## src/rtl/periodic_timer_slot_bank_top_macros.svh

```systemverilog
// assertion macros shared by the periodic timer slot bank rtl
// expects clk and rst in scope at the point of use
`ifndef PERIODIC_TIMER_SLOT_BANK_TOP_MACROS_SVH
`define PERIODIC_TIMER_SLOT_BANK_TOP_MACROS_SVH

// property that must hold in the same cycle
`define PTSB_ASSERT(lbl, prop, msg) \
  lbl: assert property (@(posedge clk) disable iff (rst) (prop)) else $error(msg);

// condition in one cycle implies a property in the next
`define PTSB_ASSERT_NEXT(lbl, cond, prop, msg) \
  lbl: assert property (@(posedge clk) disable iff (rst) (cond) |=> (prop)) else $error(msg);

`endif

```

## src/rtl/ptsb_pkg.sv

```systemverilog
// types and constants for the periodic timer slot bank
// used by the front, command queue, slot engine and top level
`timescale 1ns / 1ps

package ptsb_pkg;

  localparam int HID_W      = 16;
  localparam int PER_W      = 17;
  localparam int TIME_W     = 32;
  localparam int SLOT_OUT_W = 4;
  localparam int S_DATA_W   = 72;
  localparam int M_DATA_W   = 24;

  localparam int CQ_DEPTH = 4;
  localparam int CQ_PTR_W = 2;
  localparam int CQ_CNT_W = 3;

  localparam logic [1:0] OP_ADD    = 2'd0;
  localparam logic [1:0] OP_REMOVE = 2'd1;
  localparam logic [1:0] OP_TICK   = 2'd2;

  localparam logic [1:0] KIND_ADD_ACK    = 2'd0;
  localparam logic [1:0] KIND_REMOVE_ACK = 2'd1;
  localparam logic [1:0] KIND_FIRE       = 2'd2;

  localparam logic STATUS_OK   = 1'b0;
  localparam logic STATUS_FULL = 1'b1;

  // countdown value that means the slot never fires
  localparam logic [PER_W-1:0] NEVER = {PER_W{1'b1}};

  typedef enum logic [1:0] {
    CMD_ADD,
    CMD_REMOVE,
    CMD_TICK
  } cmd_kind_t;

  typedef struct packed {
    cmd_kind_t          kind;
    logic [HID_W-1:0]   hid;
    logic               hid_zero;
    logic [PER_W-1:0]   period;
    logic [PER_W-1:0]   init_cd;
    logic [TIME_W-1:0]  time_now;
  } cmd_t;

  typedef struct packed {
    logic [1:0]            kind;
    logic                  status;
    logic [SLOT_OUT_W-1:0] slot;
    logic [HID_W-1:0]      handler;
    logic                  last;
  } res_t;

endpackage

```

## src/rtl/ptsb_front.sv

```systemverilog
// input side of the timer slot bank: takes stream words, decodes the opcode
// and hands classified commands to the command queue; uses ptsb_pkg
`timescale 1ns / 1ps

module ptsb_front (
  input  logic                             clk,
  input  logic                             rst,
  input  logic                             s_tvalid,
  output logic                             s_tready,
  input  logic [ptsb_pkg::S_DATA_W-1:0]    s_tdata,   // handler_id, period, time_now, pad
  input  logic [1:0]                       s_tuser,   // opcode
  output logic                             cmd_valid,
  input  logic                             cmd_ready,
  output ptsb_pkg::cmd_t                   cmd
);
  import ptsb_pkg::*;

  logic             f_vld;
  cmd_t             f_cmd;
  cmd_t             dec_cmd;
  logic             dec_ok;
  logic             take;
  logic [HID_W-1:0] in_hid;
  logic [PER_W-1:0] in_per;

  assign in_hid = s_tdata[HID_W-1:0];
  assign in_per = s_tdata[HID_W+PER_W-1:HID_W];

  always_comb begin
    dec_ok           = 1'b1;
    dec_cmd.kind     = CMD_ADD;
    dec_cmd.hid      = in_hid;
    dec_cmd.hid_zero = (in_hid == '0);
    dec_cmd.period   = in_per;
    dec_cmd.init_cd  = (in_per == NEVER) ? NEVER : PER_W'(1);
    dec_cmd.time_now = s_tdata[HID_W+PER_W+TIME_W-1:HID_W+PER_W];
    case (s_tuser)
      OP_ADD:    dec_cmd.kind = CMD_ADD;
      OP_REMOVE: dec_cmd.kind = CMD_REMOVE;
      OP_TICK:   dec_cmd.kind = CMD_TICK;
      default:   dec_ok = 1'b0;   // reserved opcode is dropped
    endcase
  end

  assign s_tready  = !f_vld || cmd_ready;
  assign take      = s_tvalid && s_tready;
  assign cmd_valid = f_vld;
  assign cmd       = f_cmd;

  always_ff @(posedge clk) begin
    if (rst) begin
      f_vld <= 1'b0;
    end else begin
      if (take && dec_ok) begin
        f_vld <= 1'b1;
        f_cmd <= dec_cmd;
      end else if (cmd_ready) begin
        f_vld <= 1'b0;
      end
    end
  end

endmodule

```

## src/rtl/ptsb_cmd_queue.sv

```systemverilog
// short command queue between the decode front and the slot engine
// depth and types from ptsb_pkg
`timescale 1ns / 1ps

module ptsb_cmd_queue (
  input  logic           clk,
  input  logic           rst,
  input  logic           in_valid,
  output logic           in_ready,
  input  ptsb_pkg::cmd_t in_cmd,
  output logic           out_valid,
  input  logic           out_ready,
  output ptsb_pkg::cmd_t out_cmd
);
  import ptsb_pkg::*;

  cmd_t                q [CQ_DEPTH];
  logic [CQ_PTR_W-1:0] wr_ptr;
  logic [CQ_PTR_W-1:0] rd_ptr;
  logic [CQ_CNT_W-1:0] count;
  logic                push;
  logic                pop;

  assign in_ready  = (count != CQ_CNT_W'(CQ_DEPTH));
  assign out_valid = (count != '0);
  assign out_cmd   = q[rd_ptr];
  assign push      = in_valid && in_ready;
  assign pop       = out_valid && out_ready;

  always_ff @(posedge clk) begin
    if (push) begin
      q[wr_ptr] <= in_cmd;
    end
  end

  always_ff @(posedge clk) begin
    if (rst) begin
      wr_ptr <= '0;
      rd_ptr <= '0;
      count  <= '0;
    end else begin
      if (push) begin
        wr_ptr <= wr_ptr + CQ_PTR_W'(1);
      end
      if (pop) begin
        rd_ptr <= rd_ptr + CQ_PTR_W'(1);
      end
      case ({push, pop})
        2'b10:   count <= count + CQ_CNT_W'(1);
        2'b01:   count <= count - CQ_CNT_W'(1);
        default: count <= count;
      endcase
    end
  end

endmodule

```

## src/rtl/ptsb_slot_engine.sv

```systemverilog
// slot engine: slot table memory, active bits, slot walker and result register
// takes commands from the queue; types from ptsb_pkg, assertions from the macro header
`timescale 1ns / 1ps
`include "periodic_timer_slot_bank_top_macros.svh"

module ptsb_slot_engine #(
  parameter int SLOTS = 16
) (
  input  logic           clk,
  input  logic           rst,
  input  logic           cmd_valid,
  output logic           cmd_ready,
  input  ptsb_pkg::cmd_t cmd,
  output logic           res_valid,
  input  logic           res_ready,
  output ptsb_pkg::res_t res
);
  import ptsb_pkg::*;

  localparam int SLOT_W = (SLOTS > 1) ? $clog2(SLOTS) : 1;

  typedef enum logic [2:0] {
    ST_IDLE,
    ST_ADD,
    ST_RM,
    ST_TICK,
    ST_FLUSH
  } state_t;

  typedef struct packed {
    logic [HID_W-1:0] handler;
    logic [PER_W-1:0] period;
    logic [PER_W-1:0] countdown;
  } entry_t;

  state_t              state;
  logic [SLOT_W-1:0]   idx;
  logic [SLOTS-1:0]    active;
  logic [TIME_W-1:0]   prev_time;
  cmd_t                cur;
  res_t                hold;
  logic                hold_vld;
  logic                out_vld;
  res_t                out_res;

  entry_t              mem [SLOTS];
  entry_t              rdata;
  logic [SLOT_W-1:0]   raddr;
  logic                we;
  entry_t              wdata;

  logic                out_free;
  logic                out_load;
  logic                last_idx;
  logic                hit;
  logic                live;
  logic [PER_W-1:0]    dec;
  logic                fire;
  logic                step;
  logic                scan;

  assign out_free  = !out_vld || res_ready;
  assign last_idx  = (idx == SLOT_W'(SLOTS - 1));
  assign hit       = !active[idx];
  assign live      = active[idx] && (rdata.countdown != NEVER);
  assign dec       = rdata.countdown - PER_W'(1);
  assign fire      = live && (dec == '0);
  assign scan      = (state == ST_RM) || (state == ST_TICK);
  assign cmd_ready = (state == ST_IDLE);
  assign res_valid = out_vld;
  assign res       = out_res;

  always_comb begin
    case (state)
      ST_ADD:  step = (hit || last_idx) ? out_free : 1'b1;
      ST_RM:   step = last_idx ? out_free : 1'b1;
      ST_TICK: step = !(fire && hold_vld && !out_free);
      default: step = 1'b0;
    endcase
  end

  // a new word goes to the output register this cycle
  assign out_load = ((state == ST_ADD) && step && (hit || last_idx)) ||
                    ((state == ST_RM) && step && last_idx) ||
                    ((state == ST_TICK) && step && fire && hold_vld) ||
                    ((state == ST_FLUSH) && out_free);

  // read one slot ahead so the registered data lines up with idx
  always_comb begin
    if (scan && !(step && last_idx)) begin
      raddr = step ? idx + SLOT_W'(1) : idx;
    end else begin
      raddr = '0;
    end
  end

  always_comb begin
    we    = 1'b0;
    wdata = rdata;
    if (state == ST_ADD && step && hit) begin
      we              = 1'b1;
      wdata.handler   = cur.hid;
      wdata.period    = cur.period;
      wdata.countdown = cur.init_cd;
    end else if (state == ST_TICK && step && live) begin
      we              = 1'b1;
      wdata.countdown = fire ? rdata.period : dec;
    end
  end

  always_ff @(posedge clk) begin
    if (we) begin
      mem[idx] <= wdata;
    end
    rdata <= mem[raddr];
  end

  always_ff @(posedge clk) begin
    if (rst) begin
      state     <= ST_IDLE;
      idx       <= '0;
      active    <= '0;
      prev_time <= '0;
      hold_vld  <= 1'b0;
      out_vld   <= 1'b0;
    end else begin
      if (out_load) begin
        out_vld <= 1'b1;
      end else if (res_ready) begin
        out_vld <= 1'b0;
      end
      case (state)
        ST_IDLE: begin
          if (cmd_valid) begin
            cur <= cmd;
            case (cmd.kind)
              CMD_ADD:    state <= ST_ADD;
              CMD_REMOVE: state <= ST_RM;
              CMD_TICK: begin
                // same time as before: nothing to do
                if (cmd.time_now != prev_time) begin
                  prev_time <= cmd.time_now;
                  state     <= ST_TICK;
                end
              end
              default:    state <= ST_IDLE;
            endcase
          end
        end
        ST_ADD: begin
          if (step) begin
            if (hit) begin
              active[idx] <= 1'b1;
              out_res     <= '{KIND_ADD_ACK, STATUS_OK, SLOT_OUT_W'(idx), '0, 1'b1};
              state       <= ST_IDLE;
              idx         <= '0;
            end else if (last_idx) begin
              out_res <= '{KIND_ADD_ACK, STATUS_FULL, '0, '0, 1'b1};
              state   <= ST_IDLE;
              idx     <= '0;
            end else begin
              idx <= idx + SLOT_W'(1);
            end
          end
        end
        ST_RM: begin
          if (step) begin
            if (active[idx] && !cur.hid_zero && rdata.handler == cur.hid) begin
              active[idx] <= 1'b0;
            end
            if (last_idx) begin
              out_res <= '{KIND_REMOVE_ACK, STATUS_OK, '0, '0, 1'b1};
              state   <= ST_IDLE;
              idx     <= '0;
            end else begin
              idx <= idx + SLOT_W'(1);
            end
          end
        end
        ST_TICK: begin
          if (step) begin
            // a fire is held back until the next one shows whether it is the last
            if (fire) begin
              if (hold_vld) begin
                out_res <= hold;
              end
              hold     <= '{KIND_FIRE, STATUS_OK, SLOT_OUT_W'(idx), rdata.handler, 1'b0};
              hold_vld <= 1'b1;
            end
            if (last_idx) begin
              state <= (hold_vld || fire) ? ST_FLUSH : ST_IDLE;
              idx   <= '0;
            end else begin
              idx <= idx + SLOT_W'(1);
            end
          end
        end
        ST_FLUSH: begin
          if (out_free) begin
            out_res  <= '{hold.kind, hold.status, hold.slot, hold.handler, 1'b1};
            hold_vld <= 1'b0;
            state    <= ST_IDLE;
          end
        end
        default: begin
          state <= ST_IDLE;
          idx   <= '0;
        end
      endcase
    end
  end

  `PTSB_ASSERT(a_idle_idx_zero, (state != ST_IDLE) || (idx == '0), "walker index not parked in idle")
  `PTSB_ASSERT(a_hold_in_tick, !hold_vld || state == ST_TICK || state == ST_FLUSH, "pending fire outside tick")
  `PTSB_ASSERT(a_ack_is_last, !out_vld || out_res.kind == KIND_FIRE || out_res.last, "acknowledge without last")
  `PTSB_ASSERT_NEXT(a_add_sets_active, state == ST_ADD && step && hit, active[$past(idx)], "add did not claim slot")

endmodule

```

## src/rtl/periodic_timer_slot_bank_top.sv

```systemverilog
// periodic timer slot bank: a bank of SLOTS timer slots driven by add, remove
// and tick commands; a decode front and a queue feed a slot engine that walks the
// slots one per cycle through its table memory, stalling for a full output
// register. An add walks up to the first free slot (all slots if none is free);
// a remove or a tick with a new time walks every slot, plus a flush step when any
// timer fires, and each fire result past the first waits for the previous one to
// be taken. A repeated tick time walks no slot, and the unused opcode is dropped
// by the front. Up to four commands wait in the queue while the engine is busy.
// depends on ptsb_pkg, ptsb_front, ptsb_cmd_queue, ptsb_slot_engine
`timescale 1ns / 1ps

module periodic_timer_slot_bank_top #(
  parameter int SLOTS = 16
) (
  input  logic                          clk,
  input  logic                          rst,
  input  logic                          s_tvalid,
  output logic                          s_tready,
  input  logic [ptsb_pkg::S_DATA_W-1:0] s_tdata,   // handler_id[15:0], period[32:16], time_now[64:33], zero pad
  input  logic [1:0]                    s_tuser,   // opcode
  output logic                          m_tvalid,
  input  logic                          m_tready,
  output logic [ptsb_pkg::M_DATA_W-1:0] m_tdata,   // status[0], slot[4:1], fired_handler[20:5], zero pad
  output logic [1:0]                    m_tuser,   // kind
  output logic                          m_tlast
);
  import ptsb_pkg::*;

  logic fc_valid;
  logic fc_ready;
  cmd_t fc_cmd;
  logic qe_valid;
  logic qe_ready;
  cmd_t qe_cmd;
  res_t res;

  ptsb_front u_front (
    .clk       (clk),
    .rst       (rst),
    .s_tvalid  (s_tvalid),
    .s_tready  (s_tready),
    .s_tdata   (s_tdata),
    .s_tuser   (s_tuser),
    .cmd_valid (fc_valid),
    .cmd_ready (fc_ready),
    .cmd       (fc_cmd)
  );

  ptsb_cmd_queue u_queue (
    .clk       (clk),
    .rst       (rst),
    .in_valid  (fc_valid),
    .in_ready  (fc_ready),
    .in_cmd    (fc_cmd),
    .out_valid (qe_valid),
    .out_ready (qe_ready),
    .out_cmd   (qe_cmd)
  );

  ptsb_slot_engine #(
    .SLOTS (SLOTS)
  ) u_engine (
    .clk       (clk),
    .rst       (rst),
    .cmd_valid (qe_valid),
    .cmd_ready (qe_ready),
    .cmd       (qe_cmd),
    .res_valid (m_tvalid),
    .res_ready (m_tready),
    .res       (res)
  );

  assign m_tdata = {3'b000, res.handler, res.slot, res.status};
  assign m_tuser = res.kind;
  assign m_tlast = res.last;

endmodule
```

## config.mk

```make
export PLATFORM = sky130hd
export DESIGN_NAME = periodic_timer_slot_bank_top
export DESIGN_NICKNAME = d
export VERILOG_FILES = /design/src/rtl/ptsb_pkg.sv /design/src/rtl/ptsb_front.sv /design/src/rtl/ptsb_cmd_queue.sv /design/src/rtl/ptsb_slot_engine.sv /design/src/rtl/periodic_timer_slot_bank_top.sv
export VERILOG_INCLUDE_DIRS = /design/src /design/src/rtl
export SDC_FILE = /design/constraint.sdc
export NUM_CORES = 2
export LEC_CHECK = 0
export BUFFER_PORTS_ARGS = -buffer_cell sky130_fd_sc_hd__buf_2
export CAP_MARGIN = 25
export CORE_MARGIN = 2
export CORE_UTILIZATION = 55
export CTS_CLUSTER_SIZE = 30
export DETAILED_ROUTE_END_ITERATION = 8
export GPL_ROUTABILITY_DRIVEN = 0
export PLACE_DENSITY = 0.71
export SYNTH_ARGS = -nofsm -noshare
export SYNTH_HDL_FRONTEND = slang
export SYNTH_SLANG_ARGS = --single-unit
```

## constraint.sdc

```tcl
create_clock -name clk -period 11.55 [get_ports clk]
set_clock_uncertainty 0.15 [all_clocks]
set_input_delay 3.465 -clock clk [delete_from_list [all_inputs] [get_ports clk]]
set_output_delay 3.465 -clock clk [all_outputs]
set_load 0.005 [all_outputs]
```

# [Word-level counts from Yosys, hierarchy flattened]
# Memories as Yosys holds them, arrays and structs flattened. A register that Yosys moved wholly into a read port is not among the register bits.
# Index checks and enable logic that the tools add are counted.
[totals] wordCells=199 regBits=245 output_inout_bits=29 memories=2 in_bits=78 ramBits=1140
[memory_table] name="u_engine.mem" depth=16 width=50 read_ports=1 rd_ports_with_merged_regs=1 write_ports=1 line="ptsb_slot_engine.sv:46" text="entry_t mem [SLOTS];"
[memory_table] name="u_queue.q" depth=4 width=85 read_ports=1 rd_ports_with_merged_regs=1 write_ports=1 line="ptsb_cmd_queue.sv:17" text="cmd_t q [CQ_DEPTH];"
[classes] n_eq_ne=30 bitwise_logic=5 order_cmp=2 add_sub_neg=6 mux=65 n_reduce_logical=62
[ops] op="$mux W24" n=9
[ops] op="$pmux W24 S4" n=1
[ops] op="$mux W17" n=4
[ops] op="$mux W16" n=4
[ops] op="$mux W33" n=1
[ops] op="$ne A32 B32 Y1" n=1
[ops] op="$pmux W16 S2" n=1
[ops] op="$mux W3" n=10
[ops] op="$mux W4" n=6
[ops] op="$logic_and A1 B1 Y1" n=23
[ops] op="$ne A2 B1 Y1 const B" n=10
[ops] op="$mux W1" n=18
[ops] op="$eq A17 B17 Y1 const B" n=1
[ops] op="$logic_not A17 Y1" n=1
[ops] op="$ne A17 B17 Y1 const B" n=1
[ops] op="$sub A17 B1 Y17 const B" n=1
[ops] op="$and A16 B16 Y16" n=1
[ops] op="$eq A16 B16 Y1" n=1
[ops] op="$logic_not A16 Y1" n=1
[ops] op="$not A16 Y16" n=1
[ops] op="$or A16 B16 Y16" n=1
[ops] op="$pmux W3 S5" n=1
[ops] op="$pmux W4 S3" n=1
[ops] op="$reduce_and A4 Y1" n=3
[ops] op="other kinds (38)" n=68

# [Longest topological paths before layout]
[depth] word_depth=14 ltp_mapped=14

# [Hierarchy]
# Synthesis repeated with hierarchy kept, for this count alone.
[unflattened] cells_unflattened=3171 hier_area_um2=54671.2
[by_module_without_submodules] mod="ptsb_slot_engine" area_each_um2=39520.4 instances=1 cells_each=2566 seq_area_each_um2=29017.8
[by_module_without_submodules] mod="ptsb_cmd_queue" area_each_um2=12792.3 instances=1 cells_each=496 seq_area_each_um2=10390.0
[by_module_without_submodules] mod="ptsb_front" area_each_um2=2332.2 instances=1 cells_each=105 seq_area_each_um2=2092.0
[by_module_without_submodules] mod="periodic_timer_slot_bank_top" area_each_um2=26.3 instances=1 cells_each=4 seq_area_each_um2=0.0

# [Worst setup path before layout]
# Ideal clock, no wire load.
[synth_timing] path_kind="input -> register" start="input rst" end="register u_front.f_cmd (netlist bit u_front.cmd[0]) (enable)" required_ps=10805 t_arrival_ps=8899 stages=3 path_slack_ps=1906 cell_sequence="clkbuf_1 clkbuf_1 nor3b_1"
[synth_via] elab_chain_len=2
[synth_lines] element="from (decl)" line="periodic_timer_slot_bank_top.sv:16" text="input logic rst,"
[synth_lines] element="$not A1 Y1 (no source line)"
[synth_lines] element="$reduce_and A2 Y1 (no source line)"
[synth_lines] element="to (signal assigned)" line="ptsb_front.sv:56" text="f_cmd <= dec_cmd;"
[synth_lines] element="to (decl)" line="ptsb_front.sv:19" text="cmd_t f_cmd;"
# No other way between the ends.
# A chain may end at the register's enable or synchronous reset.

# [Final worst setup path]
[layout_timing] start="input m_tready" end="register u_engine.rdata[9] (netlist name)"
[layout_via] elab_chain_len=9 word_cells_on_any_way=12 cone_classes="mux: 5; reduce/logical: 7"
[layout_lines] element="from (decl)" line="periodic_timer_slot_bank_top.sv:22" text="input logic m_tready,"
[layout_lines] element="$logic_or A1 B1 Y1 *" line="ptsb_slot_engine.sv:62" text="assign out_free = !out_vld || res_ready;"
[layout_lines] element="$logic_not A1 Y1" line="ptsb_slot_engine.sv:77" text="ST_TICK: step = !(fire && hold_vld && !out_free);"
[layout_lines] element="$logic_and A1 B1 Y1" line="ptsb_slot_engine.sv:77"
[layout_lines] element="$logic_not A1 Y1" line="ptsb_slot_engine.sv:77"
[layout_lines] element="$pmux W1 S3 *" line="ptsb_slot_engine.sv:74" text="case (state)"
[layout_lines] element="$logic_and A1 B1 Y1" line="ptsb_slot_engine.sv:90" text="if (scan && !(step && last_idx)) begin"
[layout_lines] element="$logic_not A1 Y1" line="ptsb_slot_engine.sv:90"
[layout_lines] element="$logic_and A1 B1 Y1" line="ptsb_slot_engine.sv:90"
[layout_lines] element="$mux W4 *" line="ptsb_slot_engine.sv:90"
# Mark *: on every way between the ends. The rest lies on a longest branch, timed or not.

==> metrics.md <==
| Metric | Value |
|---|---|
| Syn avg cell area | 16.25 um^2 |
| Final Hold Fails | 0 |
| Req. time, crit path | 12,060 ps |
| CP max FO | 200 |
| Seq cells post-synth | 1,341 |
| Worst hold slack | 344.6 ps |
| Post-CTS Setup Inserts | 0 |
| Row Count | around 110 |
| Slew HR | 0.05794 |
| Max Fclk | ~150 MHz |
| Nets | between 3,000 and 4,000 |
| Sink Count | 1,341 |
| Gr ovfl total | 0 |
| Post-DRT Antenna Nets | 0 |
| Worst setup path class | input port to register |
| Clock transition at path regs | approximately 60 ps |
| Maximum vdd ir drop | 256.4 uV |
| Min Tclk post-route | between 6000 and 7000 ps |
| Netlist cell types | 79 |
| Ant. Diodes | 0 |
| Hold path cells | 2 |
| Max-cap violations | 0 |
| Clk buf depth | 3 |
| R2r setup slk | 6340 ps |
| First-pass GRT wire length | 176.7 mm |
| Ys async rst share | 0 |
| Fin area | 0.05753 mm^2 |
| Synth cell count leaders | edfxtp_1 (1,224), nor2_1 (509), o311ai_1 (202) |
| Register-to-Register Path Depth | 11 |
| IO buf count | 96 |
| Multi-input gate area | 0.01127 mm^2 |
| Routed vias | a little under 30,000 |
| DP Area | 0.05307 mm^2 |
| Worst Hold Class | register to register |
| CTS buffer count | around 130 |
| Worst Tran Pin Value | between 1000 and 1500 ps |
| Vert. Die Dim | 309.5 um |
| Tot GR Track Use | 0.2466 |
| R2r startpoint | u_engine.idx[2] |
| RSZ-0062 raised after global routing | false |
| Total Negative Setup Slacks | 0 ps |
| Final Util | 0.6192 |
| Max Slew Vio Count | 0 |
| Most common cell in the synthesized netlist | edfxtp_1 |
| Core area | 0.09291 mm^2 |
| Reg area | 0.03910 mm^2 |
| Initial Util | 0.5526 |
| Area Overhead vs Synth | 12.06% |
| Tcrit/Tclk final | 0.5835 |
| DIE WIDTH | about 310 um |
| Yosys top cell by area | edfxtp_1 |
| Worst r2r dst | u_engine.mem[8][27] |
| Total Power | approximately 0.013 W |
| Syn Std Cell Area | ~0.05 mm^2 |
| Synth warnings | 0 |
| Drt total wl | about 120 mm |
| Number of synthesized flops with an enable pin | between 1,000 and 1,500 |
| Initial antenna violation count | 3 |
| Vias in the first global route | just under 30,000 |
| 1st-iter DRT viols | 4,232 |
| Largest net degree at the start of global routing | between 200 and 250 |
| Final-layout fill cell count | between 6,000 and 7,000 |
| Leakage | roughly 18 nW |
| Yosys top cell area share | 0.7159 |
| H-tree depth | 4 |
| Full die area | about 0.096 mm^2 |
| Post-synth top flop | edfxtp_1 |
| DRC Markers | 0 |
| Hpwl dp | ~62 mm |
| Post-Synthesis Cells | 3,160 |
| CTS Hold Buffers Added | 0 |
| CTS tree | built |
| Register area share after synthesis | 0.7616 |
| Power per Cell Area | between 200 and 250 mW/mm^2 |
| Clock root buffer | clkbuf_16 |
| Outcome | completed |
| Final setup violation count | 0 |
| Drt first pass iters | 6 |
| Crit path DAT | between 7000 and 8000 ps |
| Largest cells by area after synthesis | edfxtp_1 (72%), dfxtp_1 (4.6%), nor2_1 (3.7%) |
| Skew-Pair Late Insertion Delay | about 720 ps |
| Vias per inst | between 6 and 7 |
| Critical Path Start Type | input port |
| Share of cells above drive strength 1 | 0.1452 |
| Post-CTS resize count | 0 |
| Avg WL per Cell | roughly 26 um |
| Crit end category | register |
| Num ports | 107 |
## layer usage
metal	GRT usage	up-vias	share of wire
met5	0	-	0
met4	0.08433	0	0.030
met3	0.04679	293	0.087
met2	0.3960	1592	0.49
met1	0.3419	14961	0.40
li1	-	12746	-
## logic make-up after synthesis
kind of cell | synth area share
AO/OA/AOI/OAI | 0.08674
XOR/XNOR | 0.009871
adder cells (fa/ha/maj) | 0.003558
buffers and inverters | 0.02342
flip-flops | 0.7616
multiplexers | 0.04051
other | 0.00007305
AND/OR/NAND/NOR | 0.07426
## how the worst max path moves through the flow
stage          startpoint            endpoint  slack, ps  cells after the start
2_1_floorplan         rst      u_front.cmd[0]       1910                      3
3_3_place_gp     m_tready   u_engine.rdata[0]       3860                     11
3_5_place_dp     m_tready   u_engine.rdata[0]       3740                     11
4_1_cts          m_tready  u_engine.rdata[11]       4440                     11
5_1_grt          m_tready   u_engine.rdata[6]       4590                     11
6_report         m_tready   u_engine.rdata[9]       4810                     11
## through the flow
step,instances,setup WS (ps)
after floorplan,3162,1906
after global placement,4347,3857
after detailed placement,4351,3738
after CTS,4587,4443
after global routing,4594,4590
final,4594,4810
## sequential cells by signal (all words and copies together), names as in the netlist, 2 cells and up, named ones only
| name | cells |
|---|---|
| u_engine.rdata | 50 |
| u_queue.count | 3 |
| u_engine.res | 24 |
| u_front.cmd | 69 |
| u_queue.wr_ptr | 2 |
| u_engine.cur | 35 |
| u_engine.idx | 4 |
| u_queue.rd_ptr | 2 |
| u_engine.state | 3 |
| u_engine.prev_time | 32 |
| u_queue.q | 276 |
| u_engine.mem | 800 |
| u_engine.hold | 20 |
## cell type report
cell class                 count  area share
sequential                  1341      0.6797
multi-input combinational   1576      0.1960
clock buffer                 177     0.06425
tap                         1254     0.02727
timing repair buffer         167     0.02097
clock inverter                59     0.01057
inverter                      20    0.001305
## critical path: stages
cell and delay (ps):
buf_2 140, nor2b_1 500, nand2_1 210, nor3b_1 270
o311ai_1 160, or3_1 420, a21oi_4 200, buf_12 590
nor2_1 110, o311ai_1 410, and4_1 270
## layout by cell type (no fill, tap or decap), types with 14 or more instances in the layout
master / instances
nor2_1: 496
o311ai_1: 201
o21ai_0: 27
dfxtp_1: 115
edfxtp_1: 1224
buf_2: 97
and4_1: 53
mux2i_1: 41
buf_4: 57
nand3_1: 22
clkbuf_8: 16
clkbuf_1: 26
clkinv_2: 14
xnor2_1: 49
o221ai_1: 200
nand4_1: 21
inv_1: 19
a21oi_1: 48
mux4_2: 73
and2_1: 20
nand2_1: 143
clkbuf_16: 135
clkinv_1: 22
## power by group
group          total, W  leakage (nW)  switching [W]  internal (W)
Combinational   0.00192          3.65        0.00138      0.000538
Sequential      0.00637          12.0       0.000282       0.00609
Clock           0.00424          2.10        0.00173       0.00251
Total            0.0125          17.8        0.00339       0.00914
Note: power is estimated with default switching activity, not from simulation.
